<file path="src/hdl/adbd_pkg.sv">
package adbd_pkg;

    localparam int unsigned WORD_W      = 32;
    localparam int unsigned HDR_BYTES   = 24;
    localparam int unsigned HDR_WORDS   = HDR_BYTES / 4;
    localparam int unsigned HDR_POS_W   = $clog2(HDR_BYTES);
    localparam int unsigned HDR_IDX_W   = $clog2(HDR_WORDS);
    localparam logic [WORD_W-1:0] MAGIC_XOR = 32'hffff_ffff;

    // header word slots, in stream order
    localparam int unsigned W_COMMAND  = 0;
    localparam int unsigned W_ARG0     = 1;
    localparam int unsigned W_ARG1     = 2;
    localparam int unsigned W_LENGTH   = 3;
    localparam int unsigned W_CHECKSUM = 4;
    localparam int unsigned W_MAGIC    = 5;

    typedef enum logic [1:0] {
        STATUS_OK        = 2'd0,
        STATUS_BAD_MAGIC = 2'd1,
        STATUS_BAD_SUM   = 2'd2,
        STATUS_FAULT     = 2'd3
    } status_t;

    typedef struct packed {
        logic              is_header;
        logic [WORD_W-1:0] command;
        logic [WORD_W-1:0] arg_zero;
        logic [WORD_W-1:0] arg_one;
        logic [WORD_W-1:0] msg_length;
        logic [7:0]        body_byte;
        logic              last;
        status_t           status;
    } result_t;

endpackage

</file>
<file path="src/hdl/adbd_rx_if.sv">
interface adbd_rx_if;
    logic       valid;
    logic       ready;
    logic [7:0] data_byte;
    logic       transfer_fault;

    modport source (output valid, output data_byte, output transfer_fault, input ready);
    modport sink (input valid, input data_byte, input transfer_fault, output ready);
endinterface

</file>
<file path="src/hdl/adbd_msg_if.sv">
interface adbd_msg_if;
    logic                          valid;
    logic                          ready;
    logic                          is_header;
    logic [adbd_pkg::WORD_W-1:0]   command;
    logic [adbd_pkg::WORD_W-1:0]   arg_zero;
    logic [adbd_pkg::WORD_W-1:0]   arg_one;
    logic [adbd_pkg::WORD_W-1:0]   msg_length;
    logic [7:0]                    body_byte;
    logic                          last;
    adbd_pkg::status_t             status;

    modport source (
        output valid, output is_header, output command, output arg_zero,
        output arg_one, output msg_length, output body_byte, output last,
        output status, input ready
    );
    modport sink (
        input valid, input is_header, input command, input arg_zero,
        input arg_one, input msg_length, input body_byte, input last,
        input status, output ready
    );
endinterface

</file>
<file path="src/hdl/adbd_out_skid.sv">
module adbd_out_skid (
    input  logic              clk,
    input  logic              rst_n,
    input  logic              push,
    input  adbd_pkg::result_t push_data,
    output logic              can_push,
    adbd_msg_if.source        msg
);

    logic              out_valid_reg;
    adbd_pkg::result_t out_data_reg;
    logic              skid_valid_reg;
    adbd_pkg::result_t skid_data_reg;
    logic              pop;

    assign pop      = out_valid_reg && msg.ready;
    assign can_push = !skid_valid_reg;

    always_ff @(posedge clk or negedge rst_n)
    begin
        if (!rst_n)
        begin
            out_valid_reg  <= 1'b0;
            skid_valid_reg <= 1'b0;
        end
        else if (skid_valid_reg)
        begin
            if (pop)
            begin
                skid_valid_reg <= 1'b0;
            end
        end
        else if (push)
        begin
            if (out_valid_reg && !pop)
            begin
                skid_valid_reg <= 1'b1;
            end
            out_valid_reg <= 1'b1;
        end
        else if (pop)
        begin
            out_valid_reg <= 1'b0;
        end
    end

    // payload registers, no reset
    always_ff @(posedge clk)
    begin
        if (skid_valid_reg)
        begin
            if (pop)
            begin
                out_data_reg <= skid_data_reg;
            end
        end
        else if (push)
        begin
            if (out_valid_reg && !pop)
            begin
                skid_data_reg <= push_data;
            end
            else
            begin
                out_data_reg <= push_data;
            end
        end
    end

    assign msg.valid       = out_valid_reg;
    assign msg.is_header   = out_data_reg.is_header;
    assign msg.command     = out_data_reg.command;
    assign msg.arg_zero    = out_data_reg.arg_zero;
    assign msg.arg_one     = out_data_reg.arg_one;
    assign msg.msg_length  = out_data_reg.msg_length;
    assign msg.body_byte   = out_data_reg.body_byte;
    assign msg.last        = out_data_reg.last;
    assign msg.status      = out_data_reg.status;

endmodule

</file>
<file path="src/hdl/adb_message_deframer_core.sv">
// each result is registered into the output register, or the skid register while msg stalls
// throughput: one byte per cycle while rx.ready is high; the header byte count, body count
// and checksum add all advance in the same cycle as the transfer
// rx.ready drops only while both the output register and the skid register hold results
// reset (rst_n, async, active low) returns to header phase and empties the output stage;
// stored header words are not cleared and are only read after a full header
module adb_message_deframer_core (
    input  logic       clk,
    input  logic       rst_n,
    adbd_rx_if.sink    rx,
    adbd_msg_if.source msg
);

    typedef enum logic [1:0] {
        PH_HEADER = 2'd0,
        PH_BODY   = 2'd1,
        PH_HALT   = 2'd2
    } phase_t;

    localparam int unsigned W = adbd_pkg::WORD_W;

    phase_t                            phase_reg, phase_next;
    logic [adbd_pkg::HDR_POS_W-1:0]    hdr_pos_reg, hdr_pos_next;
    logic [W-1:0]                      hdr_words_reg [adbd_pkg::HDR_WORDS];
    logic [W-1:0]                      remaining_reg, remaining_next;
    logic [W-1:0]                      sum_reg, sum_next;

    logic                              accept;
    logic                              can_push;
    logic                              push;
    adbd_pkg::result_t                 res;
    logic                              hdr_write;
    logic [adbd_pkg::HDR_IDX_W-1:0]    hdr_idx;
    logic [1:0]                        hdr_lane;
    logic [W-1:0]                      magic_word;
    logic                              hdr_done;

    assign rx.ready = can_push;
    assign accept   = rx.valid && rx.ready;
    assign hdr_idx  = hdr_pos_reg[adbd_pkg::HDR_POS_W-1:2];
    assign hdr_lane = hdr_pos_reg[1:0];
    assign hdr_done = (hdr_pos_reg == adbd_pkg::HDR_POS_W'(adbd_pkg::HDR_BYTES - 1));
    // magic word with its top byte taken straight from the current transfer
    assign magic_word = {rx.data_byte, hdr_words_reg[adbd_pkg::W_MAGIC][W-9:0]};

    always_comb
    begin
        phase_next     = phase_reg;
        hdr_pos_next   = hdr_pos_reg;
        remaining_next = remaining_reg;
        sum_next       = sum_reg;
        push           = 1'b0;
        hdr_write      = 1'b0;
        res            = '0;
        res.command     = hdr_words_reg[adbd_pkg::W_COMMAND];
        res.arg_zero    = hdr_words_reg[adbd_pkg::W_ARG0];
        res.arg_one     = hdr_words_reg[adbd_pkg::W_ARG1];
        res.msg_length  = hdr_words_reg[adbd_pkg::W_LENGTH];
        res.status      = adbd_pkg::STATUS_OK;

        if (accept && (phase_reg == PH_HEADER || phase_reg == PH_BODY))
        begin
            if (rx.transfer_fault)
            begin
                push       = 1'b1;
                res        = '0;
                res.last   = 1'b1;
                res.status = adbd_pkg::STATUS_FAULT;
                phase_next = PH_HALT;
            end
            else if (phase_reg == PH_HEADER)
            begin
                hdr_write = 1'b1;
                if (!hdr_done)
                begin
                    hdr_pos_next = hdr_pos_reg + adbd_pkg::HDR_POS_W'(1);
                end
                else
                begin
                    hdr_pos_next = '0;
                    push         = 1'b1;
                    if ((hdr_words_reg[adbd_pkg::W_COMMAND] ^ adbd_pkg::MAGIC_XOR)
                        != magic_word)
                    begin
                        res        = '0;
                        res.last   = 1'b1;
                        res.status = adbd_pkg::STATUS_BAD_MAGIC;
                        phase_next = PH_HALT;
                    end
                    else
                    begin
                        res.is_header = 1'b1;
                        if (hdr_words_reg[adbd_pkg::W_LENGTH] == '0)
                        begin
                            res.last = 1'b1;
                        end
                        else
                        begin
                            remaining_next = hdr_words_reg[adbd_pkg::W_LENGTH];
                            sum_next       = '0;
                            phase_next     = PH_BODY;
                        end
                    end
                end
            end
            else
            begin
                push          = 1'b1;
                sum_next      = sum_reg + W'(rx.data_byte);
                res.body_byte = rx.data_byte;
                if (remaining_reg != '0)
                begin
                    remaining_next = remaining_reg - W'(1);
                end
                if (remaining_reg <= W'(1))
                begin
                    res.last = 1'b1;
                    if (sum_next != hdr_words_reg[adbd_pkg::W_CHECKSUM])
                    begin
                        res.body_byte = '0;
                        res.status    = adbd_pkg::STATUS_BAD_SUM;
                        phase_next    = PH_HALT;
                    end
                    else
                    begin
                        sum_next   = '0;
                        phase_next = PH_HEADER;
                    end
                end
            end
        end
    end

    always_ff @(posedge clk or negedge rst_n)
    begin
        if (!rst_n)
        begin
            phase_reg     <= PH_HEADER;
            hdr_pos_reg   <= '0;
            remaining_reg <= '0;
            sum_reg       <= '0;
        end
        else
        begin
            phase_reg     <= phase_next;
            hdr_pos_reg   <= hdr_pos_next;
            remaining_reg <= remaining_next;
            sum_reg       <= sum_next;
        end
    end

    // little-endian byte lanes of the header words
    always_ff @(posedge clk)
    begin
        if (hdr_write)
        begin
            case (hdr_lane)
                2'd0:    hdr_words_reg[hdr_idx][7:0]   <= rx.data_byte;
                2'd1:    hdr_words_reg[hdr_idx][15:8]  <= rx.data_byte;
                2'd2:    hdr_words_reg[hdr_idx][23:16] <= rx.data_byte;
                default: hdr_words_reg[hdr_idx][31:24] <= rx.data_byte;
            endcase
        end
    end

    adbd_out_skid u_out_skid (
        .clk       (clk),
        .rst_n     (rst_n),
        .push      (push),
        .push_data (res),
        .can_push  (can_push),
        .msg       (msg)
    );

    a_halt_sticky: assert property (@(posedge clk) disable iff (!rst_n)
        phase_reg == PH_HALT |=> phase_reg == PH_HALT)
        else $error("left halted state without reset");

    a_hdr_pos_range: assert property (@(posedge clk) disable iff (!rst_n)
        hdr_pos_reg < adbd_pkg::HDR_POS_W'(adbd_pkg::HDR_BYTES))
        else $error("header byte position out of range");

    a_body_nonzero: assert property (@(posedge clk) disable iff (!rst_n)
        phase_reg == PH_BODY |-> remaining_reg != '0)
        else $error("body phase with no bytes remaining");

    a_error_shape: assert property (@(posedge clk) disable iff (!rst_n)
        msg.valid && msg.status != adbd_pkg::STATUS_OK |-> msg.last && !msg.is_header)
        else $error("error result not marked last");

endmodule
</file>
<file path="src/flat_wrapper.sv">
// flat-port wrapper written by rule: the top's interface ports become plain ports
module adb_message_deframer_core_flat 
  (clk, rst_n, rx_valid, rx_data_byte, rx_transfer_fault, rx_ready, msg_valid, msg_is_header, msg_command, msg_arg_zero, msg_arg_one, msg_msg_length, msg_body_byte, msg_last, msg_status, msg_ready);
  adbd_rx_if rx_i ();
  adbd_msg_if msg_i ();
  input  logic clk;
  input  logic rst_n;
  input wire logic [$bits(rx_i.valid)-1:0] rx_valid;
  input wire logic [$bits(rx_i.data_byte)-1:0] rx_data_byte;
  input wire logic [$bits(rx_i.transfer_fault)-1:0] rx_transfer_fault;
  output wire logic [$bits(rx_i.ready)-1:0] rx_ready;
  output wire logic [$bits(msg_i.valid)-1:0] msg_valid;
  output wire logic [$bits(msg_i.is_header)-1:0] msg_is_header;
  output wire logic [$bits(msg_i.command)-1:0] msg_command;
  output wire logic [$bits(msg_i.arg_zero)-1:0] msg_arg_zero;
  output wire logic [$bits(msg_i.arg_one)-1:0] msg_arg_one;
  output wire logic [$bits(msg_i.msg_length)-1:0] msg_msg_length;
  output wire logic [$bits(msg_i.body_byte)-1:0] msg_body_byte;
  output wire logic [$bits(msg_i.last)-1:0] msg_last;
  output wire logic [$bits(msg_i.status)-1:0] msg_status;
  input wire logic [$bits(msg_i.ready)-1:0] msg_ready;
  assign rx_i.valid = rx_valid;
  assign rx_i.data_byte = rx_data_byte;
  assign rx_i.transfer_fault = rx_transfer_fault;
  assign rx_ready = rx_i.ready;
  assign msg_valid = msg_i.valid;
  assign msg_is_header = msg_i.is_header;
  assign msg_command = msg_i.command;
  assign msg_arg_zero = msg_i.arg_zero;
  assign msg_arg_one = msg_i.arg_one;
  assign msg_msg_length = msg_i.msg_length;
  assign msg_body_byte = msg_i.body_byte;
  assign msg_last = msg_i.last;
  assign msg_status = msg_i.status;
  assign msg_i.ready = msg_ready;
  adb_message_deframer_core u_core (.clk(clk), .rst_n(rst_n), .rx(rx_i), .msg(msg_i));
endmodule
</file>
<file path="config.mk">
export PLATFORM = sky130hd
export DESIGN_NAME = adb_message_deframer_core_flat
export DESIGN_NICKNAME = d
export VERILOG_FILES = /design/src/hdl/adbd_pkg.sv /design/src/hdl/adbd_rx_if.sv /design/src/hdl/adbd_msg_if.sv /design/src/hdl/adbd_out_skid.sv /design/src/hdl/adb_message_deframer_core.sv /design/src/flat_wrapper.sv
export SDC_FILE = /design/constraint.sdc
export NUM_CORES = 1
export LEC_CHECK = 0
export BUFFER_PORTS_ARGS = -buffer_cell sky130_fd_sc_hd__buf_2
export CAP_MARGIN = 25
export CORE_MARGIN = 2
export CORE_UTILIZATION = 45
export CTS_CLUSTER_SIZE = 40
export DETAILED_ROUTE_END_ITERATION = 8
export SYNTH_ARGS = -nofsm -noshare
export SYNTH_HDL_FRONTEND = slang
export SYNTH_SLANG_ARGS = --single-unit
</file>
<file path="constraint.sdc">
create_clock -name clk -period 11.3 [get_ports clk]
set_input_delay 1.13 -clock clk [delete_from_list [all_inputs] [get_ports clk]]
set_output_delay 1.13 -clock clk [all_outputs]
set_load 0.03 [all_outputs]
</file>
==> results of run 1 <==
[worst reg2reg max path, stage by stage, from the launching register on]
cell and delay, ns:
dfrtp_1 0.41, ha_1 0.28, a211oi_1 0.50, o21ai_1 0.37, a22oi_1 0.66, and3_1 0.26, o2111ai_1 0.12, nor4_1 0.27
nand4_1 0.50, o21ai_1 0.86, o21ai_0 0.21
[layer usage]
metal	share of wire, %	GRT usage [%]
met5	0.025	0
met4	2.8	6.088
met3	4.9	3.225
met2	46	31.20
met1	47	28.88
[cells in the final DEF (no fill, tap or decap), types with 5 or more instances in the layout]
| master | Yosys | final |
|---|---|---|
| xor2_1 | 47 | 47 |
| or2_2 | 5 | 5 |
| clkinv_1 | 0 | 10 |
| and2_1 | 157 | 157 |
| inv_1 | 25 | 24 |
| nand3_1 | 18 | 18 |
| and3_1 | 8 | 8 |
| xnor2_1 | 29 | 29 |
| clkbuf_16 | 0 | 54 |
| nor3_1 | 33 | 32 |
| clkinv_2 | 0 | 6 |
| a22o_1 | 8 | 8 |
| a31oi_1 | 5 | 5 |
| buf_2 | 15 | 154 |
| nand4_1 | 27 | 27 |
| buf_4 | 2 | 24 |
| o21ai_0 | 72 | 72 |
| a21o_1 | 7 | 7 |
| o21a_1 | 5 | 5 |
| edfxtp_1 | 464 | 464 |
| nor2_1 | 109 | 108 |
| o221ai_1 | 20 | 20 |
| clkbuf_1 | 55 | 11 |
| mux2_2 | 129 | 129 |
| a22oi_1 | 15 | 15 |
| nand2b_1 | 10 | 10 |
| nor4_1 | 26 | 26 |
| or3_1 | 8 | 8 |
| bufinv_16 | 0 | 5 |
| ha_1 | 15 | 15 |
| nand2_1 | 91 | 90 |
| a21oi_1 | 49 | 47 |
| nor2b_1 | 6 | 5 |
| dfrtp_1 | 73 | 73 |
| o211ai_1 | 12 | 12 |
[cell families after synthesis]
kind of cell / after synthesis / synth area share [%]
simple gates: 515 / 11.86
flops: 537 / 69.08
buf+inv: 102 / 1.903
compound gates: 233 / 6.576
fa+ha+maj: 16 / 0.9104
xor+xnor: 79 / 3.214
mux: 131 / 6.455
[cells in the mapped netlist (all sizes together) (20+ instances only)]
master  instances
a21oi          49
and2          157
buf            20
clkbuf         57
dfrtp          73
edfxtp        464
inv            25
mux2          129
nand2          91
nand4          29
nor2          110
nor3           34
nor4           27
o21ai          76
o221ai         20
xnor2          29
xor2           47
[final timing paths]
| kind | slack [ns] | endpoint | startpoint | depth (start not counted) |
|---|---|---|---|---|
| worst max-delay path | 5.94 | u_core.sum_reg[5] | rx_data_byte[1] | 11 |
| worst min-delay path | 0.49 | u_core.sum_reg[0] | u_core.sum_reg[0] | 2 |
| worst max register to register | 6.71 | u_core.sum_reg[5] | u_core.sum_reg[1] | 10 |
| worst min register to register | 0.49 | u_core.sum_reg[0] | u_core.sum_reg[0] | 2 |
| max in group asynchronous | 10.13 | u_core.sum_reg[28] | rst_n | 3 |
| min in group asynchronous | 0.56 | u_core.remaining_reg[10] | rst_n | 2 |
[metrics by stage]
stage | worst slack, ns | utilization [%]
floorplan | 2.401 | -
global placement | 5.444 | 48.54
detailed placement | 5.386 | 48.68
CTS | 6.051 | 52.08
global route | 5.607 | 52.12
finish | 5.940 | 52.12
[layout make-up]
| cell class | count | area, um2 |
|---|---|---|
| fill | 4293 | 23970 |
| inverter | 25 | 96.34 |
| multi-input combinational | 974 | 6671 |
| clock buffer | 65 | 1393 |
| tap | 672 | 840.8 |
| clock inverter | 31 | 307.8 |
| sequential | 537 | 15760 |
| timing repair buffer | 181 | 1026 |
[power breakdown]
part	leakage, nW	switching, W	internal (W)	total (W)
registers	5.15	0.000112	0.00237	0.00248
logic	3.27	0.000686	0.000383	0.00107
clock network	0.817	0.000753	0.000993	0.00175
==> metrics.md, run 1 <==
| Metric | Value |
|---|---|
| WS Path Type | `primary input to flop` |
| CP Capture Type | `flop` |
| Cts repair resizes | `0` |
| CP cell instances | `buf_2, ha_1, a211oi_1, o21ai_1, a22oi_1, and3_1, o2111ai_1, nor4_1, nand4_1, o21ai_1, o21ai_0` |
| Worst-path clk slew | `0.07 ns` |
| CP required | `approximately 12 ns` |
| CTS tree | `built` |
| Mapped Cells | `1,613` |
| Post-CTS Hold Fix Bufs | `0` |
| Slew @ Worst Pin | `1.036 ns` |
| Overall routing resource usage | `19.98%` |
| Via density | `around 5.4` |
| Worst path buffer plus inverter count | `1` |
| Post-synth EDFFs | `about 460` |
| Crit-path most repeated cell | `o21ai_1` |
| CP Launch Type | `primary input` |
| Drc violations | `0` |
| Chip width | `between 200 and 250 um` |
| Top cells by area, synth | `edfxtp_1, dfrtp_1, mux2_2` |
| Initial DRC Count | `between 900 and 1,000` |
| Fraction of the cycle the final worst path needs | `a little under half` |
| Unrepaired setup endpoints after global routing | `no` |
| Top Ports | `around 160` |
| Grt total ovfl | `0` |
| DP Cell Count | `~2,400` |
| Area Growth Syn to Fin | `14.39%` |
| CP top delay family | `compound AO/OA/AOI/OAI gates` |
| Die ar. | `52,510 um2` |
| Post-synth top area share | `61.08%` |
| Leak | `9.238 nW` |
| Synth async-reset ratio | `13.59%` |
| Arrival @ worst endpoint | `~5.8 ns` |
| Drt pass-1 iters | `5` |
| Post-Syn Nets | `1,642` |
| Synth area leader | `edfxtp_1` |
| Max H-tree Level | `2` |
| Synthesis-stage register bit count | `537` |
| Seq/Total Area, Yosys | `69.08%` |
| Initial antenna violation count | `2` |
| Post-DP HPWL | `32.75 mm` |
| Root buf cell | `clkbuf_16` |
| Final antenna-violating net count | `0` |
| Max_cap viols | `0` |
| VDD IR-drop max | `0.1135 mV` |
| Clk buf depth | `3` |
| Pin count of the biggest net entering global routing | `approximately 110` |
| Via count | `between 10,000 and 15,000` |
| Skew-Pair Late Insertion Delay | `0.61 ns` |
| Nets | `1,801` |
| First-pass GRT wire length | `80.59 mm` |
| Core Box Area | `50,070 um2` |
| # clock sinks | `537` |
| Synth Flop Type | `edfxtp_1` |
| Pins Over Slew Limit | `0` |
| Fmax | `~190 MHz` |
| I/O Buffers | `154` |
| Synth unique cells | `67` |
| Worst hold path class | `flop to flop` |
| Final Critical Period | `5.360 ns` |
| Die height | `229.2 um` |
| CTS Buf Count | `53` |
| Clock skew | `approximately 0.023 ns` |
| YS warnings | `0` |
| Synthesized area | `22,810 um2` |
| Setup total negative slack | `0 ns` |
| Total Power | `roughly 0.0053 W` |
| Largest register FFs | `184` |
| Share of cells above drive strength 1 | `22.50%` |
| Starting Density | `a little under half` |
| Vias in the first global route | `13,270` |
| Layout Cells excl Fill | `2,485` |
| Pwr dens | `202.9 nW/um2` |
| Diode count | `0` |
| Status | `finished clean` |
| Worst path slowest cell | `o21ai_1` |
| Drt wl/cell | `21.05 um` |
| Area after DPL | `24,370 um2` |
| Critical path peak fanout | `28` |
| Slew headroom | `30.92%` |
| Fin area | `26,100 um2` |
| Final GP Congestion | `0.8557` |
| Crit path largest cell delay | `about 0.86 ns` |
| Syn Area/Cell | `14.14 um2` |
| Detailed Route WL | `52.30 mm` |
| Hold WS | `0.4869 ns` |
| Final setup fails | `0` |
| Post-CTS Setup Inserts | `0` |
| Endpoints failing hold | `0` |
| FP Rows | `82` |
(Power assumes the default switching activity.)
==> run 2, diff against run 1 <==
clock period = 4.3 ns   (was 11.3 ns; I/O delays follow)
==> run 2 against run 1 <==
Against the previous run: register-to-register slack lost 6.4 ns; highest routed layer unchanged; non-clock buffer count increased by 14; critical path type is now flop to flop; sequential power rose to 2.6 times the previous value; global-route usage barely moved.
==> metrics.md, run 2 (synthesized netlist as in run 1, its figures left out) <==
| Metric | Value |
|---|---|
| Status | `finished clean` |
| Commonest non-fill, non-tap cell in the layout | `edfxtp_1` |
| First-pass GRT wire length | `80.81 mm` |
| Worst-path clk slew | `0.06 ns` |
| Share of cells above drive strength 1 | `between 20% and 30%` |
| Slew @ Worst Pin | `0.9796 ns` |
| Final GP Congestion | `slightly below 0.9` |
| Detailed Route WL | `52.28 mm` |
| FP Rows | `82` |
| Drc violations | `0` |
| I/O Buffers | `154` |
| Commonest non-fill, non-tap cells in the layout | `edfxtp_1, and2_1, buf_2` |
| Pwr dens | `531.0 nW/um2` |
| Worst reg2reg setup slack | `0.29 ns` |
| Finished Core Util | `a little over half` |
| VDD IR-drop max | `about 0.30 mV` |
| CP Capture Type | `flop` |
| Drt pass-1 iters | `5` |
| Fin area | `26,200 um2` |
| Slew headroom | `34.45%` |
| Endpoints failing hold | `0` |
| CP required | `4.77 ns` |
| Chip width | `approximately 230 um` |
| Fill cells | `between 4,000 and 5,000` |
| Drt wl/cell | `20.91 um` |
| Die ar. | `52,510 um2` |
| Root buf cell | `clkbuf_16` |
| WHS Endpoint | `u_core.u_out_skid.skid_valid_reg` |
| Cts repair resizes | `0` |
| Area Growth Syn to Fin | `14.86%` |
| Fmax | `249.2 MHz` |
| R2R Path End | `u_core.u_out_skid.skid_data_reg[9]` |
| Final antenna-violating net count | `0` |
| Initial antenna violation count | `2` |
| Overall routing resource usage | `19.94%` |
| Diode count | `0` |
| Area after DPL | `24,480 um2` |
| Die height | `229.2 um` |
| Worst Reg-to-Reg Cells | `15` |
| Grt total ovfl | `0` |
| Max H-tree Level | `2` |
| Nets | `1,817` |
| Final setup fails | `0` |
| Setup total negative slack | `0 ns` |
| Post-DP HPWL | `32.92 mm` |
| Top Ports | `155` |
| Core Box Area | `50,070 um2` |
| Hold_sp | `msg_ready` |
| CP Launch Type | `flop` |
| WS Path Type | `flop to flop` |
| Via density | `5.440` |
| Largest register FFs | `184` |
| Skew-Pair Late Insertion Delay | `0.61 ns` |
| Initial DRC Count | `974` |
| # clock sinks | `between 500 and 600` |
| Pins Over Slew Limit | `0` |
| WHS Path Cells | `2` |
| Clk buf depth | `3` |
| Unrepaired setup endpoints after global routing | `no` |
| Clock skew | `approximately 0.032 ns` |
| Pin count of the biggest net entering global routing | `105` |
| CTS Buf Count | `55` |
| Starting Density | `45.56%` |
| Worst r2r src | `u_core.sum_reg[0]` |
| Final Critical Period | `between 4 and 5 ns` |
| CTS tree | `built` |
| Via count | `13,600` |
| Vias in the first global route | `13,470` |
| Arrival @ worst endpoint | `4.48 ns` |
| Leak | `9.306 nW` |
| Total Power | `roughly 0.014 W` |
| Max_cap viols | `0` |
| Fraction of the cycle the final worst path needs | `93.34%` |
| Critical path peak fanout | `18` |
| Worst hold path class | `primary input to flop` |
[run 2: cell types whose count changed in the layout (fill, tap and decap cells not counted), sizes merged]
cell         previous run  this run
buf                   181       193
bufinv                  5         4
clkbuf                 65        67
inv                    27        26
dlygate4sd3             0         1
clkinv                 20        22
[run 2: layout make-up]
type	count	area, um2	share of cell area (%)
multi-input combinational	974	6661	25.42
clock inverter	31	276.5	1.055
inverter	25	96.34	0.3677
sequential	537	15760	60.15
clock buffer	66	1418	5.410
tap	672	840.8	3.209
timing repair buffer	195	1150	4.388
[run 2: worst max-delay path, cell delays in order (launching register included)]
cell	delay, ns
dfrtp_1	0.35
ha_1	0.19
inv_1	0.06
fa_1	0.39
nand2b_1	0.20
a211oi_1	0.22
buf_4	0.18
o21ai_0	0.19
mux2i_1	0.36
o2111ai_1	0.18
nor4_1	0.47
nand4_1	0.22
buf_4	0.27
a21boi_2	0.19
buf_4	0.22
and2_1	0.15
[run 2: routing by layer]
layer	up-vias	global-route usage, %	part of all wire, %
met4	2	5.499	2.3
met3	82	3.698	5.5
met5	-	0	0.025
met2	364	30.65	46
li1	6360	-	-
met1	6791	29.15	47
[run 2: how the worst max path moves through the flow]
stage                           from                                 end  slack [ns]  cells past startpoint
2_1_floorplan  u_core.hdr_pos_reg[2]    u_core.u_out_skid.msg.arg_one[0]        0.35                      5
3_3_place_gp         rx_data_byte[0]  u_core.u_out_skid.msg.body_byte[7]        0.14                     16
3_5_place_dp         rx_data_byte[0]  u_core.u_out_skid.msg.body_byte[7]        0.16                     16
4_1_cts            u_core.sum_reg[0]  u_core.u_out_skid.skid_data_reg[9]        0.42                     15
5_1_grt            u_core.sum_reg[0]  u_core.u_out_skid.msg.body_byte[7]        0.14                     15
6_report           u_core.sum_reg[0]  u_core.u_out_skid.skid_data_reg[9]        0.29                     15
[run 2: power by group]
group          internal (W)  total, W  switching, W  leakage (nW)
Sequential          0.00623   0.00652      0.000292          5.15
Combinational       0.00103   0.00285       0.00181          3.34
Clock               0.00258   0.00455       0.00197         0.816
Total               0.00984    0.0139       0.00407          9.31
[run 2: through the flow]
stage / hold WS (ns) / instances / setup slack [ns]
after floorplan: 0.1344 / 1613 / 0.3513
after global placement: 0.4678 / 2401 / 0.1415
after detailed placement: 0.4805 / 2401 / 0.1610
after CTS: 0.03146 / 2499 / 0.4190
after global routing: 0.04458 / 2500 / 0.1380
final: 0.05819 / 2500 / 0.2865
[run 2: repair_timing]
action,in CTS,in global routing
buffers inserted,0,0
endpoints found under the hold margin,25,0
hold buffers,1,0
